### src/rtl/sbqeq_pkg.sv
// Shared types, control codes and saturating fixed-point helpers for the
// stereo biquad equalizer. No dependencies.
package sbqeq_pkg;

  localparam int DEF_BANDS = 8;
  localparam int NTAPS     = 5;
  localparam int CIDX_W    = 6;
  localparam int SMP_W     = 16;
  localparam int ACC_W     = 32;

  typedef logic signed [SMP_W-1:0] smp_t;
  typedef logic signed [ACC_W-1:0] acc_t;

  typedef enum logic [2:0] {
    ALU_NOP,
    ALU_SUB,
    ALU_SUB2,
    ALU_LDT,
    ALU_LDU,
    ALU_MIXT,
    ALU_FIN
  } alu_op_e;

  typedef enum logic [1:0] {
    FIN_ACC,
    FIN_LEFT,
    FIN_RIGHT
  } fin_e;

  typedef enum logic [1:0] {
    MUL_RD,
    MUL_D2,
    MUL_D1,
    MUL_ACC
  } mul_sel_e;

  typedef struct packed {
    logic     start;
    logic     mul_en;
    mul_sel_e mul_sel;
    logic     cap_d2;
    logic     cap_d1;
    alu_op_e  alu_op;
    fin_e     fin;
  } dp_ctrl_t;

  localparam acc_t ACC_MAX = 32'sh7FFF_FFFF;
  localparam acc_t ACC_MIN = 32'sh8000_0000;

  function automatic acc_t sat_add(input acc_t a, input acc_t b);
    logic signed [ACC_W:0] s;
    s = {a[ACC_W-1], a} + {b[ACC_W-1], b};
    if (s[ACC_W] != s[ACC_W-1]) begin
      return s[ACC_W] ? ACC_MIN : ACC_MAX;
    end
    return s[ACC_W-1:0];
  endfunction

  function automatic acc_t sat_sub(input acc_t a, input acc_t b);
    logic signed [ACC_W:0] s;
    s = {a[ACC_W-1], a} - {b[ACC_W-1], b};
    if (s[ACC_W] != s[ACC_W-1]) begin
      return s[ACC_W] ? ACC_MIN : ACC_MAX;
    end
    return s[ACC_W-1:0];
  endfunction

  function automatic acc_t sat_shl(input acc_t x, input int n);
    logic [2*ACC_W-1:0] w;
    w = {{ACC_W{x[ACC_W-1]}}, x} << n;
    if (w[2*ACC_W-1:ACC_W-1] != {(ACC_W+1){x[ACC_W-1]}}) begin
      return x[ACC_W-1] ? ACC_MIN : ACC_MAX;
    end
    return w[ACC_W-1:0];
  endfunction

  // doubled fractional product; only -1 * -1 overflows
  function automatic acc_t fmul(input smp_t a, input smp_t b);
    acc_t p;
    p = acc_t'(a) * acc_t'(b);
    if (p == 32'sh4000_0000) begin
      return ACC_MAX;
    end
    return p <<< 1;
  endfunction

  function automatic smp_t hi16(input acc_t x);
    return x[ACC_W-1:ACC_W-SMP_W];
  endfunction

endpackage

### src/rtl/sbqeq_if.sv
// Valid/ready stream interfaces for the equalizer input and result channels.
// Depends on sbqeq_pkg.
interface sbqeq_in_if;
  logic                                valid;
  logic                                ready;
  logic                                action;
  sbqeq_pkg::smp_t                     sample_left;
  sbqeq_pkg::smp_t                     sample_right;
  logic [sbqeq_pkg::CIDX_W-1:0]        coeff_index;
  sbqeq_pkg::smp_t                     coeff_value;

  modport source (output valid, action, sample_left, sample_right, coeff_index, coeff_value,
                  input ready);
  modport sink   (input valid, action, sample_left, sample_right, coeff_index, coeff_value,
                  output ready);
endinterface

interface sbqeq_out_if;
  logic            valid;
  logic            ready;
  sbqeq_pkg::smp_t out_left;
  sbqeq_pkg::smp_t out_right;

  modport source (output valid, out_left, out_right, input ready);
  modport sink   (input valid, out_left, out_right, output ready);
endinterface

### src/rtl/sbqeq_coef_ram.sv
// Coefficient store: one write port, one registered read port.
// Depends on sbqeq_pkg.
module sbqeq_coef_ram #(
  parameter int DEPTH = sbqeq_pkg::NTAPS * sbqeq_pkg::DEF_BANDS,
  parameter int AW    = $clog2(DEPTH)
) (
  input  logic            clk_i,
  input  logic            we_i,
  input  logic [AW-1:0]   waddr_i,
  input  sbqeq_pkg::smp_t wdata_i,
  input  logic [AW-1:0]   raddr_i,
  output sbqeq_pkg::smp_t rdata_o
);

  sbqeq_pkg::smp_t mem [DEPTH];
  sbqeq_pkg::smp_t rd_q;

  always_ff @(posedge clk_i) begin
    if (we_i) begin
      mem[waddr_i] <= wdata_i;
    end
    rd_q <= mem[raddr_i];
  end

  assign rdata_o = rd_q;

endmodule

### src/rtl/sbqeq_dly_ram.sv
// Delay-line store for both channels, registered read, per-entry valid bits
// so that unwritten entries read as zero after reset. Depends on sbqeq_pkg.
module sbqeq_dly_ram #(
  parameter int AW = 5
) (
  input  logic            clk_i,
  input  logic            rst_ni,
  input  logic            we_i,
  input  logic [AW-1:0]   waddr_i,
  input  sbqeq_pkg::smp_t wdata_i,
  input  logic [AW-1:0]   raddr_i,
  output sbqeq_pkg::smp_t rdata_o
);

  localparam int DEPTH = 2 ** AW;

  sbqeq_pkg::smp_t  mem [DEPTH];
  sbqeq_pkg::smp_t  rd_q;
  logic [DEPTH-1:0] vld_q;
  logic             rv_q;

  always_ff @(posedge clk_i) begin
    if (we_i) begin
      mem[waddr_i] <= wdata_i;
    end
    rd_q <= mem[raddr_i];
  end

  always_ff @(posedge clk_i or negedge rst_ni) begin
    if (!rst_ni) begin
      vld_q <= '0;
      rv_q  <= 1'b0;
    end else begin
      rv_q <= vld_q[raddr_i];
      if (we_i) begin
        vld_q[waddr_i] <= 1'b1;
      end
    end
  end

  assign rdata_o = rv_q ? rd_q : '0;

endmodule

### src/rtl/sbqeq_dpath.sv
// Shared multiplier and saturating accumulator datapath, driven one step per
// cycle by the sequencer's control word. Depends on sbqeq_pkg.
module sbqeq_dpath (
  input  logic                clk_i,
  input  sbqeq_pkg::dp_ctrl_t ctrl_i,
  input  sbqeq_pkg::smp_t     coef_i,
  input  sbqeq_pkg::smp_t     dly_i,
  input  sbqeq_pkg::smp_t     left_i,
  input  sbqeq_pkg::smp_t     right_i,
  output sbqeq_pkg::smp_t     d1_o,
  output sbqeq_pkg::smp_t     d0_o,
  output sbqeq_pkg::smp_t     left_o,
  output sbqeq_pkg::smp_t     right_o
);

  sbqeq_pkg::acc_t acc_q, t_q, u_q, p_q;
  sbqeq_pkg::smp_t d1_q, d2_q, right_q, left_res_q;
  sbqeq_pkg::smp_t opnd;
  sbqeq_pkg::acc_t sum;
  sbqeq_pkg::smp_t fin_v;

  always_comb begin
    case (ctrl_i.mul_sel)
      sbqeq_pkg::MUL_RD:  opnd = dly_i;
      sbqeq_pkg::MUL_D2:  opnd = d2_q;
      sbqeq_pkg::MUL_D1:  opnd = d1_q;
      sbqeq_pkg::MUL_ACC: opnd = sbqeq_pkg::hi16(acc_q);
      default:            opnd = dly_i;
    endcase
  end

  assign sum   = sbqeq_pkg::sat_add(t_q, u_q);
  assign fin_v = sbqeq_pkg::hi16(sbqeq_pkg::sat_shl(sum, 6));

  always_ff @(posedge clk_i) begin
    if (ctrl_i.mul_en) begin
      p_q <= sbqeq_pkg::fmul(coef_i, opnd);
    end
    if (ctrl_i.cap_d2) begin
      d2_q <= dly_i;
    end
    if (ctrl_i.cap_d1) begin
      d1_q <= dly_i;
    end
    if (ctrl_i.start) begin
      acc_q   <= {{5{left_i[15]}}, left_i, 11'b0};
      right_q <= right_i;
    end else begin
      case (ctrl_i.alu_op)
        sbqeq_pkg::ALU_SUB:  acc_q <= sbqeq_pkg::sat_sub(acc_q, p_q);
        sbqeq_pkg::ALU_SUB2: acc_q <= sbqeq_pkg::sat_sub(acc_q, sbqeq_pkg::sat_shl(p_q, 1));
        sbqeq_pkg::ALU_LDT:  t_q <= p_q;
        sbqeq_pkg::ALU_LDU:  u_q <= p_q;
        sbqeq_pkg::ALU_MIXT: t_q <= sbqeq_pkg::sat_shl(sbqeq_pkg::sat_add(t_q, p_q), 3);
        sbqeq_pkg::ALU_FIN: begin
          case (ctrl_i.fin)
            sbqeq_pkg::FIN_ACC: acc_q <= sum;
            sbqeq_pkg::FIN_LEFT: begin
              left_res_q <= fin_v;
              acc_q      <= {{5{right_q[15]}}, right_q, 11'b0};
            end
            default: ;
          endcase
        end
        default: ;
      endcase
    end
  end

  assign d1_o    = d1_q;
  assign d0_o    = sbqeq_pkg::hi16(acc_q);
  assign left_o  = left_res_q;
  assign right_o = fin_v;

endmodule

### src/rtl/stereo_biquad_cascade_equalizer.sv
// Stereo equalizer: BANDS direct-form-II biquads per channel, one shared
// coefficient table, separate delay lines. For each sample pair the single
// multiplier and accumulator visit each band of each channel in a slot of
// five coefficient reads through the one memory port plus a step to fold in
// the last product; the tail state then folds in the last product and, once
// the output register is free, finishes the result to close the last band.
// The next item may be taken while a result waits at the output register.
// Depends on sbqeq_pkg, sbqeq_if, sbqeq_coef_ram, sbqeq_dly_ram, sbqeq_dpath.
module stereo_biquad_cascade_equalizer #(
  parameter int BANDS = sbqeq_pkg::DEF_BANDS
) (
  input  logic        clk_i,
  input  logic        rst_ni,
  sbqeq_in_if.sink    in_i,
  sbqeq_out_if.source out_o
);

  localparam int NCOEF = sbqeq_pkg::NTAPS * BANDS;
  localparam int CAW   = $clog2(NCOEF);
  localparam int BW    = (BANDS > 1) ? $clog2(BANDS) : 1;
  localparam int DAW   = BW + 2;
  localparam int XW    = (CAW > sbqeq_pkg::CIDX_W) ? CAW : sbqeq_pkg::CIDX_W;
  localparam logic [2:0] PH_LAST = 3'd5;
  localparam logic [BW-1:0] BAND_LAST = BW'(BANDS - 1);

  typedef enum logic [1:0] {ST_IDLE, ST_RUN, ST_TAIL} state_e;

  state_e          st_q;
  logic [2:0]      ph_q;
  logic [BW-1:0]   band_q;
  logic            chan_q;
  logic [CAW-1:0]  cbase_q;
  logic            out_vld_q;
  sbqeq_pkg::smp_t out_left_q, out_right_q;

  logic            in_xfer, start, cwe, out_free, prev_ok, res_load;
  logic [XW-1:0]   cidx_x;
  logic [CAW-1:0]  craddr;
  logic [DAW-1:0]  draddr, dwaddr;
  logic            dwe;
  sbqeq_pkg::smp_t dwdata, coef_rd, dly_rd, d1, d0, left_res, right_res;
  sbqeq_pkg::dp_ctrl_t ctrl;

  assign in_i.ready = (st_q == ST_IDLE);
  assign in_xfer    = in_i.valid && in_i.ready;
  assign start      = in_xfer && !in_i.action;
  assign cidx_x     = XW'(in_i.coeff_index);
  assign cwe        = in_xfer && in_i.action && (int'(in_i.coeff_index) < NCOEF);
  assign out_free   = !out_vld_q || out_o.ready;
  assign prev_ok    = (band_q != '0) || chan_q;
  assign res_load   = (st_q == ST_TAIL) && (ph_q != 3'd0) && out_free;

  assign craddr = cbase_q + CAW'(ph_q);
  assign draddr = {chan_q, band_q, ph_q[0]};
  assign dwe    = (st_q == ST_RUN) && (ph_q == 3'd3 || ph_q == 3'd4);
  assign dwaddr = {chan_q, band_q, ph_q == 3'd4};
  assign dwdata = (ph_q == 3'd4) ? d0 : d1;

  always_comb begin
    ctrl         = '0;
    ctrl.mul_sel = sbqeq_pkg::MUL_RD;
    ctrl.alu_op  = sbqeq_pkg::ALU_NOP;
    ctrl.fin     = sbqeq_pkg::FIN_ACC;
    ctrl.start   = start;
    if (st_q == ST_RUN) begin
      case (ph_q)
        3'd0: begin
          if (prev_ok) ctrl.alu_op = sbqeq_pkg::ALU_MIXT;
        end
        3'd1: begin
          ctrl.mul_en = 1'b1;
          ctrl.cap_d2 = 1'b1;
          if (prev_ok) begin
            ctrl.alu_op = sbqeq_pkg::ALU_FIN;
            ctrl.fin    = (band_q == '0) ? sbqeq_pkg::FIN_LEFT : sbqeq_pkg::FIN_ACC;
          end
        end
        3'd2: begin
          ctrl.mul_en = 1'b1;
          ctrl.cap_d1 = 1'b1;
          ctrl.alu_op = sbqeq_pkg::ALU_SUB;
        end
        3'd3: begin
          ctrl.mul_en  = 1'b1;
          ctrl.mul_sel = sbqeq_pkg::MUL_D2;
          ctrl.alu_op  = sbqeq_pkg::ALU_SUB2;
        end
        3'd4: begin
          ctrl.mul_en  = 1'b1;
          ctrl.mul_sel = sbqeq_pkg::MUL_D1;
          ctrl.alu_op  = sbqeq_pkg::ALU_LDT;
        end
        3'd5: begin
          ctrl.mul_en  = 1'b1;
          ctrl.mul_sel = sbqeq_pkg::MUL_ACC;
          ctrl.alu_op  = sbqeq_pkg::ALU_LDU;
        end
        default: ;
      endcase
    end else if (st_q == ST_TAIL) begin
      if (ph_q == 3'd0) begin
        ctrl.alu_op = sbqeq_pkg::ALU_MIXT;
      end else begin
        ctrl.alu_op = sbqeq_pkg::ALU_FIN;
        ctrl.fin    = sbqeq_pkg::FIN_RIGHT;
      end
    end
  end

  always_ff @(posedge clk_i or negedge rst_ni) begin
    if (!rst_ni) begin
      st_q        <= ST_IDLE;
      ph_q        <= '0;
      band_q      <= '0;
      chan_q      <= 1'b0;
      cbase_q     <= '0;
      out_vld_q   <= 1'b0;
      out_left_q  <= '0;
      out_right_q <= '0;
    end else begin
      if (res_load) begin
        out_vld_q <= 1'b1;
      end else if (out_o.valid && out_o.ready) begin
        out_vld_q <= 1'b0;
      end
      case (st_q)
        ST_IDLE: begin
          if (start) begin
            st_q    <= ST_RUN;
            ph_q    <= '0;
            band_q  <= '0;
            chan_q  <= 1'b0;
            cbase_q <= '0;
          end
        end
        ST_RUN: begin
          if (ph_q == PH_LAST) begin
            ph_q <= '0;
            if (band_q == BAND_LAST) begin
              band_q  <= '0;
              cbase_q <= '0;
              if (chan_q) begin
                st_q <= ST_TAIL;
              end else begin
                chan_q <= 1'b1;
              end
            end else begin
              band_q  <= band_q + 1'b1;
              cbase_q <= cbase_q + CAW'(sbqeq_pkg::NTAPS);
            end
          end else begin
            ph_q <= ph_q + 3'd1;
          end
        end
        ST_TAIL: begin
          if (ph_q == 3'd0) begin
            ph_q <= 3'd1;
          end else if (out_free) begin
            st_q        <= ST_IDLE;
            ph_q        <= '0;
            out_left_q  <= left_res;
            out_right_q <= right_res;
          end
        end
        default: st_q <= ST_IDLE;
      endcase
    end
  end

  assign out_o.valid     = out_vld_q;
  assign out_o.out_left  = out_left_q;
  assign out_o.out_right = out_right_q;

  sbqeq_coef_ram #(
    .DEPTH (NCOEF),
    .AW    (CAW)
  ) u_coef (
    .clk_i   (clk_i),
    .we_i    (cwe),
    .waddr_i (cidx_x[CAW-1:0]),
    .wdata_i (in_i.coeff_value),
    .raddr_i (craddr),
    .rdata_o (coef_rd)
  );

  sbqeq_dly_ram #(
    .AW (DAW)
  ) u_dly (
    .clk_i   (clk_i),
    .rst_ni  (rst_ni),
    .we_i    (dwe),
    .waddr_i (dwaddr),
    .wdata_i (dwdata),
    .raddr_i (draddr),
    .rdata_o (dly_rd)
  );

  sbqeq_dpath u_dpath (
    .clk_i   (clk_i),
    .ctrl_i  (ctrl),
    .coef_i  (coef_rd),
    .dly_i   (dly_rd),
    .left_i  (in_i.sample_left),
    .right_i (in_i.sample_right),
    .d1_o    (d1),
    .d0_o    (d0),
    .left_o  (left_res),
    .right_o (right_res)
  );

  a_tail_pos: assert property (@(posedge clk_i) disable iff (!rst_ni)
    (st_q == ST_TAIL) |-> (band_q == '0 && chan_q && ph_q <= 3'd1))
    else $error("tail entered at wrong band or channel");

  a_tail_entry: assert property (@(posedge clk_i) disable iff (!rst_ni)
    (st_q == ST_RUN && ph_q == PH_LAST && band_q == BAND_LAST && chan_q)
    |=> (st_q == ST_TAIL && ph_q == 3'd0))
    else $error("last band did not hand over to tail");

  a_result_load: assert property (@(posedge clk_i) disable iff (!rst_ni)
    (st_q == ST_TAIL && ph_q == 3'd1 && out_free) |=> (out_vld_q && st_q == ST_IDLE))
    else $error("finished pair not loaded into output register");

  a_run_phase: assert property (@(posedge clk_i) disable iff (!rst_ni)
    (st_q == ST_RUN) |-> (ph_q <= PH_LAST && !cwe && !in_i.ready))
    else $error("phase out of range or transfer taken while busy");

endmodule

### src/flat_wrapper.sv
// flat-port wrapper written by rule: the top's interface ports become plain ports
module stereo_biquad_cascade_equalizer_flat 
#(
  parameter int BANDS = sbqeq_pkg::DEF_BANDS
)
  (clk_i, rst_ni, in_i_valid, in_i_action, in_i_sample_left, in_i_sample_right, in_i_coeff_index, in_i_coeff_value, in_i_ready, out_o_valid, out_o_out_left, out_o_out_right, out_o_ready);
  sbqeq_in_if in_i_i ();
  sbqeq_out_if out_o_i ();
  input  logic clk_i;
  input  logic rst_ni;
  input wire logic [$bits(in_i_i.valid)-1:0] in_i_valid;
  input wire logic [$bits(in_i_i.action)-1:0] in_i_action;
  input wire logic [$bits(in_i_i.sample_left)-1:0] in_i_sample_left;
  input wire logic [$bits(in_i_i.sample_right)-1:0] in_i_sample_right;
  input wire logic [$bits(in_i_i.coeff_index)-1:0] in_i_coeff_index;
  input wire logic [$bits(in_i_i.coeff_value)-1:0] in_i_coeff_value;
  output wire logic [$bits(in_i_i.ready)-1:0] in_i_ready;
  output wire logic [$bits(out_o_i.valid)-1:0] out_o_valid;
  output wire logic [$bits(out_o_i.out_left)-1:0] out_o_out_left;
  output wire logic [$bits(out_o_i.out_right)-1:0] out_o_out_right;
  input wire logic [$bits(out_o_i.ready)-1:0] out_o_ready;
  assign in_i_i.valid = in_i_valid;
  assign in_i_i.action = in_i_action;
  assign in_i_i.sample_left = in_i_sample_left;
  assign in_i_i.sample_right = in_i_sample_right;
  assign in_i_i.coeff_index = in_i_coeff_index;
  assign in_i_i.coeff_value = in_i_coeff_value;
  assign in_i_ready = in_i_i.ready;
  assign out_o_valid = out_o_i.valid;
  assign out_o_out_left = out_o_i.out_left;
  assign out_o_out_right = out_o_i.out_right;
  assign out_o_i.ready = out_o_ready;
  stereo_biquad_cascade_equalizer #(.BANDS(BANDS)) u_core (.clk_i(clk_i), .rst_ni(rst_ni), .in_i(in_i_i), .out_o(out_o_i));
endmodule
### config.mk
export PLATFORM = sky130hd
export DESIGN_NAME = stereo_biquad_cascade_equalizer_flat
export DESIGN_NICKNAME = d
export VERILOG_FILES = /design/src/rtl/sbqeq_pkg.sv /design/src/rtl/sbqeq_if.sv /design/src/rtl/sbqeq_coef_ram.sv /design/src/rtl/sbqeq_dly_ram.sv /design/src/rtl/sbqeq_dpath.sv /design/src/rtl/stereo_biquad_cascade_equalizer.sv /design/src/flat_wrapper.sv
export SDC_FILE = /design/constraint.sdc
export NUM_CORES = 2
export LEC_CHECK = 0
export BUFFER_PORTS_ARGS = -buffer_cell sky130_fd_sc_hd__buf_2
export CORE_MARGIN = 3
export CORE_UTILIZATION = 58
export DETAILED_ROUTE_END_ITERATION = 6
export PLACE_DENSITY = 0.87
export SLEW_MARGIN = 20
export SYNTH_ARGS = -nofsm -noshare
export SYNTH_HDL_FRONTEND = slang
export SYNTH_SLANG_ARGS = --single-unit
### constraint.sdc
create_clock -name clk_i -period 9.1 [get_ports clk_i]
set_input_delay 1.365 -clock clk_i [delete_from_list [all_inputs] [get_ports clk_i]]
set_output_delay 1.365 -clock clk_i [all_outputs]
set_load 0.1 [all_outputs]
## After elaboration in Yosys (flattened, before gate mapping)

Memories as Yosys holds them, arrays and structs flattened. A register that Yosys moved wholly into a read port is not among the register bits.
Index checks and enable logic that the tools add are counted.

- Output and inout bits: 34
- Memories kept: 2
- Logic and storage cells: 211
- Flip-flop bits (word level): 273
- Bits in latches: 0
- ROM bits: 0
- Bits in writable memories: 1,152

- Div/mod/pow operators: 0
- Multipliers: 1
- Bitwise gates (word level): 3
- Reductions and logical operators: 38
- Add/subtract/negate cells: 8
- Shift operators: 0
- Multiplexer cells: 100
- Equal/unequal tests: 35
- $lt $le $gt $ge: 4

Memory list:

| memory | words | bits a word | read ports | clocked after Yosys merged registers in | wr ports | line | text |
|---|---|---|---|---|---|---|---|
| u_core.u_coef.mem | 40 | 16 | 1 | 1 | 1 | sbqeq_coef_ram.sv:15 | `sbqeq_pkg::smp_t mem [DEPTH];` |
| u_core.u_dly.mem | 32 | 16 | 1 | 1 | 1 | sbqeq_dly_ram.sv:17 | `sbqeq_pkg::smp_t mem [DEPTH];` |

Operators with widths:

| kind | count |
|---|---|
| $mux 32 | 28 |
| $pmux 32 s2 | 2 |
| $pmux 32 s3 | 1 |
| $add 32x32->33 | 2 |
| $sub 32x32->33 | 2 |
| $pmux 16 s4 | 1 |
| $mux 1 | 34 |
| $eq 32x32->1 const B | 1 |
| $mul 16x16->32 | 1 |
| $mux 16 | 2 |
| $or 32x32->32 | 1 |
| $mux 3 | 7 |
| $mux 5 | 4 |
| $eq 3x3->1 const B | 6 |
| $mux 2 | 9 |
| $mux 6 | 3 |
| $pmux 3 s6 | 1 |
| $eq 3x2->1 const B | 4 |
| $lt 5x6->1 const B | 2 |
| $pmux 2 s3 | 2 |
| $pmux 6 s2 | 1 |
| $reduce_and 3->1 | 4 |
| $reduce_bool 3->1 | 4 |
| $logic_and 1x1->1 | 9 |
| 31 further kinds | 58 |

## Depth between registers and ports, before layout

- Word-level depth: 19
- Gate-level depth with buffers: 37
- Depth with buffers taken out: 31

## By module

A second synthesis with hierarchy kept.

- Cells, all modules: 5,565
- Area, all modules: 75,652.6 um^2

By module, submodules not included:

| module | area each (um^2) | cells an instance | seq. area each (um^2) | times used |
|---|---|---|---|---|
| sbqeq_coef_ram | 25,598.3 | 1,318 | 19,538.7 | 1 |
| sbqeq_dpath | 25,376.8 | 2,750 | 5,655.4 | 1 |
| sbqeq_dly_ram | 21,889.7 | 1,261 | 16,520.8 | 1 |
| stereo_biquad_cascade_equalizer | 2,787.7 | 236 | 1,201.2 | 1 |

## Worst setup path before layout

No wires, ideal clock.

- Kind: reg-to-reg
- From: register u_core.st_q[1]
- To: register u_core.u_dpath.p_q[1], data pin
- Path buffers: 6
- Clock period less this slack: 8,574 ps
- Stages on the path, launching flop included: 35
- Required time: 8,828 ps
- Arrival time: 8,302 ps
- Setup time: 272 ps
- Slack: 526 ps
- Cell sequence: dfrtp_1 > inv_1 > ha_1 > clkbuf_1 > inv_1 > clkbuf_1 > nor3_1 > clkbuf_1 > a22o_1 > a21oi_1 > o21ai_0 > clkbuf_1 > nand2_1 > fa_1 > fa_1 > fa_1 > fa_1 > inv_1 > fa_1 > inv_1 > fa_1 > inv_1 > ha_1 > clkbuf_1 > a21oi_1 > o31ai_1 > a311oi_2 > o31a_1 > o21ai_2 > a211oi_1 > a21oi_1 > mux2i_1 > nand2b_1 > buf_1 > o21ai_0

- Cells in the longest elaborated chain, start to end: 9

Ends and longest elaborated chain:

| what | line | text |
|---|---|---|
| start: declaration | stereo_biquad_cascade_equalizer.sv:28 | `state_e st_q;` |
| start signal: assignment | stereo_biquad_cascade_equalizer.sv:112 | `st_q <= ST_IDLE;` |
| start signal: assignment | stereo_biquad_cascade_equalizer.sv:129 | `st_q <= ST_RUN;` |
| start signal: assignment | stereo_biquad_cascade_equalizer.sv:143 | `st_q <= ST_TAIL;` |
| $eq 2x1->1 (*) | stereo_biquad_cascade_equalizer.sv:65 | `if (st_q == ST_RUN) begin` |
| $mux 5 (*) | stereo_biquad_cascade_equalizer.sv:65 |  |
| $eq 2x2->1 (tied with other cells) | sbqeq_dpath.sv:23 | `case (ctrl_i.mul_sel)` |
| $pmux 16 s4 (*) | sbqeq_dpath.sv:23 |  |
| $mul 16x16->32 (*) | sbqeq_pkg.sv:80 | `p = acc_t'(a) * acc_t'(b);` |
| $eq 32x32->1 | sbqeq_pkg.sv:81 | `if (p == 32'sh4000_0000) begin` |
| $mux 1 | sbqeq_pkg.sv:81 |  |
| $mux 1 | sbqeq_dpath.sv:36 | `if (ctrl_i.mul_en) begin` |
| $mux 32 (*) | sbqeq_pkg.sv:84 | `return p <<< 1;` |
| end signal: assignment | sbqeq_dpath.sv:37 | `p_q <= sbqeq_pkg::fmul(coef_i, opnd);` |
| end: declaration | sbqeq_dpath.sv:16 | `sbqeq_pkg::acc_t acc_q, t_q, u_q, p_q;` |

Every way passes the cells marked *; elsewhere a longest branch is shown, timed or not. The select of a mux whose other input is x is not followed.
A chain may end at the register's enable or synchronous reset.

## Final worst setup path

- From: register u_core.st_q[1]
- To: register u_core.u_dpath.p_q[21], data pin

The elaborated chain is that of the path after synthesis.

==> results.md <==
* Status: complete, but fails checks
* Failing checks: DRC
* Bufs and invs on worst path at 9
* Synthesized area at 74000 sq um
* Startpoint types: flip-flop
* MaxCap Viol Count at 0
* Core region area at 126000 sq um
* Final setup violation count at 0
* DR pass1 iterations at 7
* Psw at 0.0145 W
* Final Max Slew Viols at 0
* Worst endpoint data arrival time at 9300 ps
* Ys Warns at 0
* Fraction of final layout cells sized beyond drive strength 1 at 0.176
* Gr ovfl total at 0
* Fmax at 115 MHz
* Num ports at 93
* CP max stage cell: fa_1
* #FFs+latches synth at 1457
* Gp weighted congestion at 0.983
* Post-Route WL at 211000 um
* Die area at 132000 sq um
* Root Buffer: clkbuf_16
* Slew headroom at 0.209
* Synth unique cells at 95
* Area after DPL at 77100 sq um
* CP required at 9690 ps
* CTS tree: built
* Die height at 363 um
* Worst hold path type: in2async
* DRT met1 WL at 72500 um
* DR DRC count at 5
* Post-synth EDFFs at 1333
* Clock share of power at 0.187
* R2R setup slack at 390 ps
* Maximum VDD drop at 0.000436 V
* Yosys top cell by area: edfxtp_1
* Synth area leaders: edfxtp_1 54%, mux4_2 10%, fa_1 7.2%, ha_1 3.9%, dfrtp_1 2.7%
* Sequential share of power at 0.274
* R2R cell count at 32
* CP top delay family: adder cells
* Area share of the largest cell type after synthesis at 0.541
* DR WL met2 at 101000 um
* Initial core utilization at 0.587
* Crit end category: flip-flop
* Clock buffer depth at 3
* Avg WL per Cell at 30.1 um
* Initial antenna violation count at 12
* Fin crit period at 8710 ps
* Syn Inst Count at 5070
* H-tree levels at 4
* CP most frequent cell: fa_1
* Syn Nets at 5624
* Largest net degree at the start of global routing at 149
* Number of global-route vias before repair at 47600
* Leakage at 30.2 nW
* Fin Clk Skew at 73.5 ps
* CTS sink count at 1457
* Crit path kind: reg2reg
* P_int at 0.0184 W
* Tcrit/Tclk final at 0.957
* DR top layer: met5
* Fin. Hold Viols at 0
* Critical-path maximum fanout at 22
* Routed met3 length at 24900 um
* Total GRT Usage at 0.322
* DIE WIDTH at 363 um
* Final instance area at 82100 sq um
* Logic gate share of total power at 0.538
* Avg Cell Area, Syn at 14.6 sq um
* Vias/cell at 6.85
* Post-Route Setup TNS at 0 ps
* Via count at 48000
* Sw Share at 0.442
* Post-DRT Antenna Nets at 0
* Layout area overhead at 10.9%
* Clk slew on worst S/H paths at 60 ps
* Fin nets at 5802
* Min Hold Slack at 423 ps
* 1st-iter DRT viols at 7285
* Primary FF master, synth: edfxtp_1
* CTS Buf Count at 144
* Clk Latency, worst-skew pair at 810 ps
* Ys async rst share at 0.0556
* Post-DP HPWL at 130000 um
* FP Rows at 130
* Seq/Total Area, Yosys at 0.580
* Power density over the cells at 401 nW/um^2
* Worst Tran Pin Value at 1180 ps
* First-pass GRT wire length at 312000 um
* Port Buffers at 92
* Cell count along the critical path at 32
* Critical path's largest stage delay at 580 ps
cells in the final DEF, fill, tap and decap left out, types with 47 or more instances in the layout:
| master | netlist | final |
|---|---|---|
| nand2_1 | 363 | 363 |
| dfrtp_1 | 81 | 79 |
| a22oi_1 | 55 | 55 |
| mux4_2 | 328 | 328 |
| fa_1 | 267 | 266 |
| edfxtp_1 | 1333 | 1333 |
| inv_1 | 416 | 416 |
| a21o_1 | 71 | 71 |
| buf_4 | 0 | 155 |
| buf_2 | 10 | 91 |
| nand3_1 | 47 | 47 |
| a211oi_1 | 58 | 57 |
| nor2_1 | 198 | 197 |
| xnor2_1 | 85 | 81 |
| xor2_1 | 50 | 50 |
| clkbuf_16 | 0 | 144 |
| a21oi_1 | 240 | 239 |
| ha_1 | 228 | 227 |
| and2_1 | 137 | 137 |
| o21ai_0 | 174 | 160 |
flip-flops by register name, summed over array words and instances, names as in the netlist, 6 cells and up:
| signal | flops |
|---|---|
| u_core.u_dpath.right_q | 16 |
| u_core.u_coef.rdata_o | 16 |
| u_core.out_o.out_right | 16 |
| u_core.u_dpath.u_q | 32 |
| u_core.u_dpath.t_q | 32 |
| u_core.cbase_q | 6 |
| u_core.u_dly.rd_q | 16 |
| u_core.u_dpath.p_q | 32 |
| u_core.u_dpath.d1_o | 16 |
| u_core.u_dly.mem | 512 |
| u_core.u_dpath.d2_q | 16 |
| u_core.out_o.out_left | 16 |
| u_core.u_dpath.left_o | 16 |
| u_core.u_dly.vld_q | 32 |
| u_core.u_coef.mem | 640 |
| u_core.u_dpath.acc_q | 32 |
cell type report:
| cell class | instances | area, sq um |
|---|---|---|
| Antenna cell | 2 | 5.00 |
| Clock buffer | 177 | 3800 |
| Clock inverter | 83 | 1060 |
| Fill cell | 8079 | 44000 |
| Inverter | 416 | 1560 |
| Multi-Input combinational cell | 2978 | 28900 |
| Sequential cell | 1457 | 42900 |
| Tap cell | 1650 | 2060 |
| Timing Repair Buffer | 251 | 1730 |
metal layers:
layer  vias up  GRT usage
li1      19500          -
met1     23900      0.415
met2      3864      0.523
met3       792     0.0752
met4        10      0.149
met5         -          0
power groups by stage:
stage,logic [W],clock network [W],registers [W]
final,0.0177,0.00616,0.00901
after global routing,0.0191,0.00642,0.00902
after CTS,0.0173,0.00619,0.00896
after detailed placement,0.0170,0,0.00909
after global placement,0.0166,0,0.00908
after floorplan,0.0122,0,0.00907
synthesized netlist by cell type (all sizes together) (22+ instances only):
library cell  instances
buf                  45
nand3                47
a22oi                55
mux2i                26
dfxtp                43
o211ai               23
nor2b                34
nor3                 71
a211oi               58
and2                138
fa                  267
and3                 22
ha                  228
or2                  45
nor2                198
xnor2                85
dfrtp                81
a31oi                26
inv                 416
nand2b               25
mux4                328
o21ai               197
a21o                 71
clkbuf              174
a221o                33
nand2               363
nand4                36
o21bai               37
o21a                 23
edfxtp             1333
a21oi               242
xor2                 50
cell families after synthesis:
| kind of cell | after synthesis | share of synthesized area |
|---|---|---|
| AOI/OAI and AO/OA | 941 | 0.0862 |
| xor gates and xnor gates | 136 | 0.0163 |
| adders and majority gates | 495 | 0.111 |
| buffers and inverters | 635 | 0.0329 |
| DFF | 1457 | 0.580 |
| muxes | 372 | 0.106 |
| and+or+nand+nor | 1034 | 0.0676 |
metrics by stage:
stage / power (W) / util / worst slack (ps) / std cells
floorplan: 0.0212 / - / 526 / 5070
global placement: 0.0257 / 0.612 / 573 / 6748
detailed placement: 0.0261 / 0.612 / 303 / 6748
CTS: 0.0325 / 0.650 / 79.9 / 7008
global route: 0.0345 / 0.651 / -28.4 / 7012
finish: 0.0329 / 0.651 / 388 / 7014
final timing paths:
path                                                          start                                    end
worst max-delay path                     u_core.st_q[1]$_DFFE_PN0P_   u_core.u_dpath.p_q[21]$_SDFFCE_PN1P_
worst min-delay path                                         rst_ni      u_core.u_dly.vld_q[8]$_DFFE_PN0P_
worst max register to register           u_core.st_q[1]$_DFFE_PN0P_   u_core.u_dpath.p_q[21]$_SDFFCE_PN1P_
worst min register to register  u_core.u_dpath.left_o[12]$_DFFE_PP_  u_core.out_o.out_left[12]$_DFFE_PN0P_
max in group asynchronous                                    rst_ni             u_core.ph_q[0]$_DFFE_PN0P_
min in group clk_i              u_core.u_dpath.left_o[12]$_DFFE_PP_  u_core.out_o.out_left[12]$_DFFE_PN0P_
what timing repair did:
action	4_1_cts	5_1_grt
setup buffers	0	3
resized for setup	0	8
hold buffers	0	0
setup endpoints to repair	0	31
No activity file was read; power rests on OpenSTA's default activity.
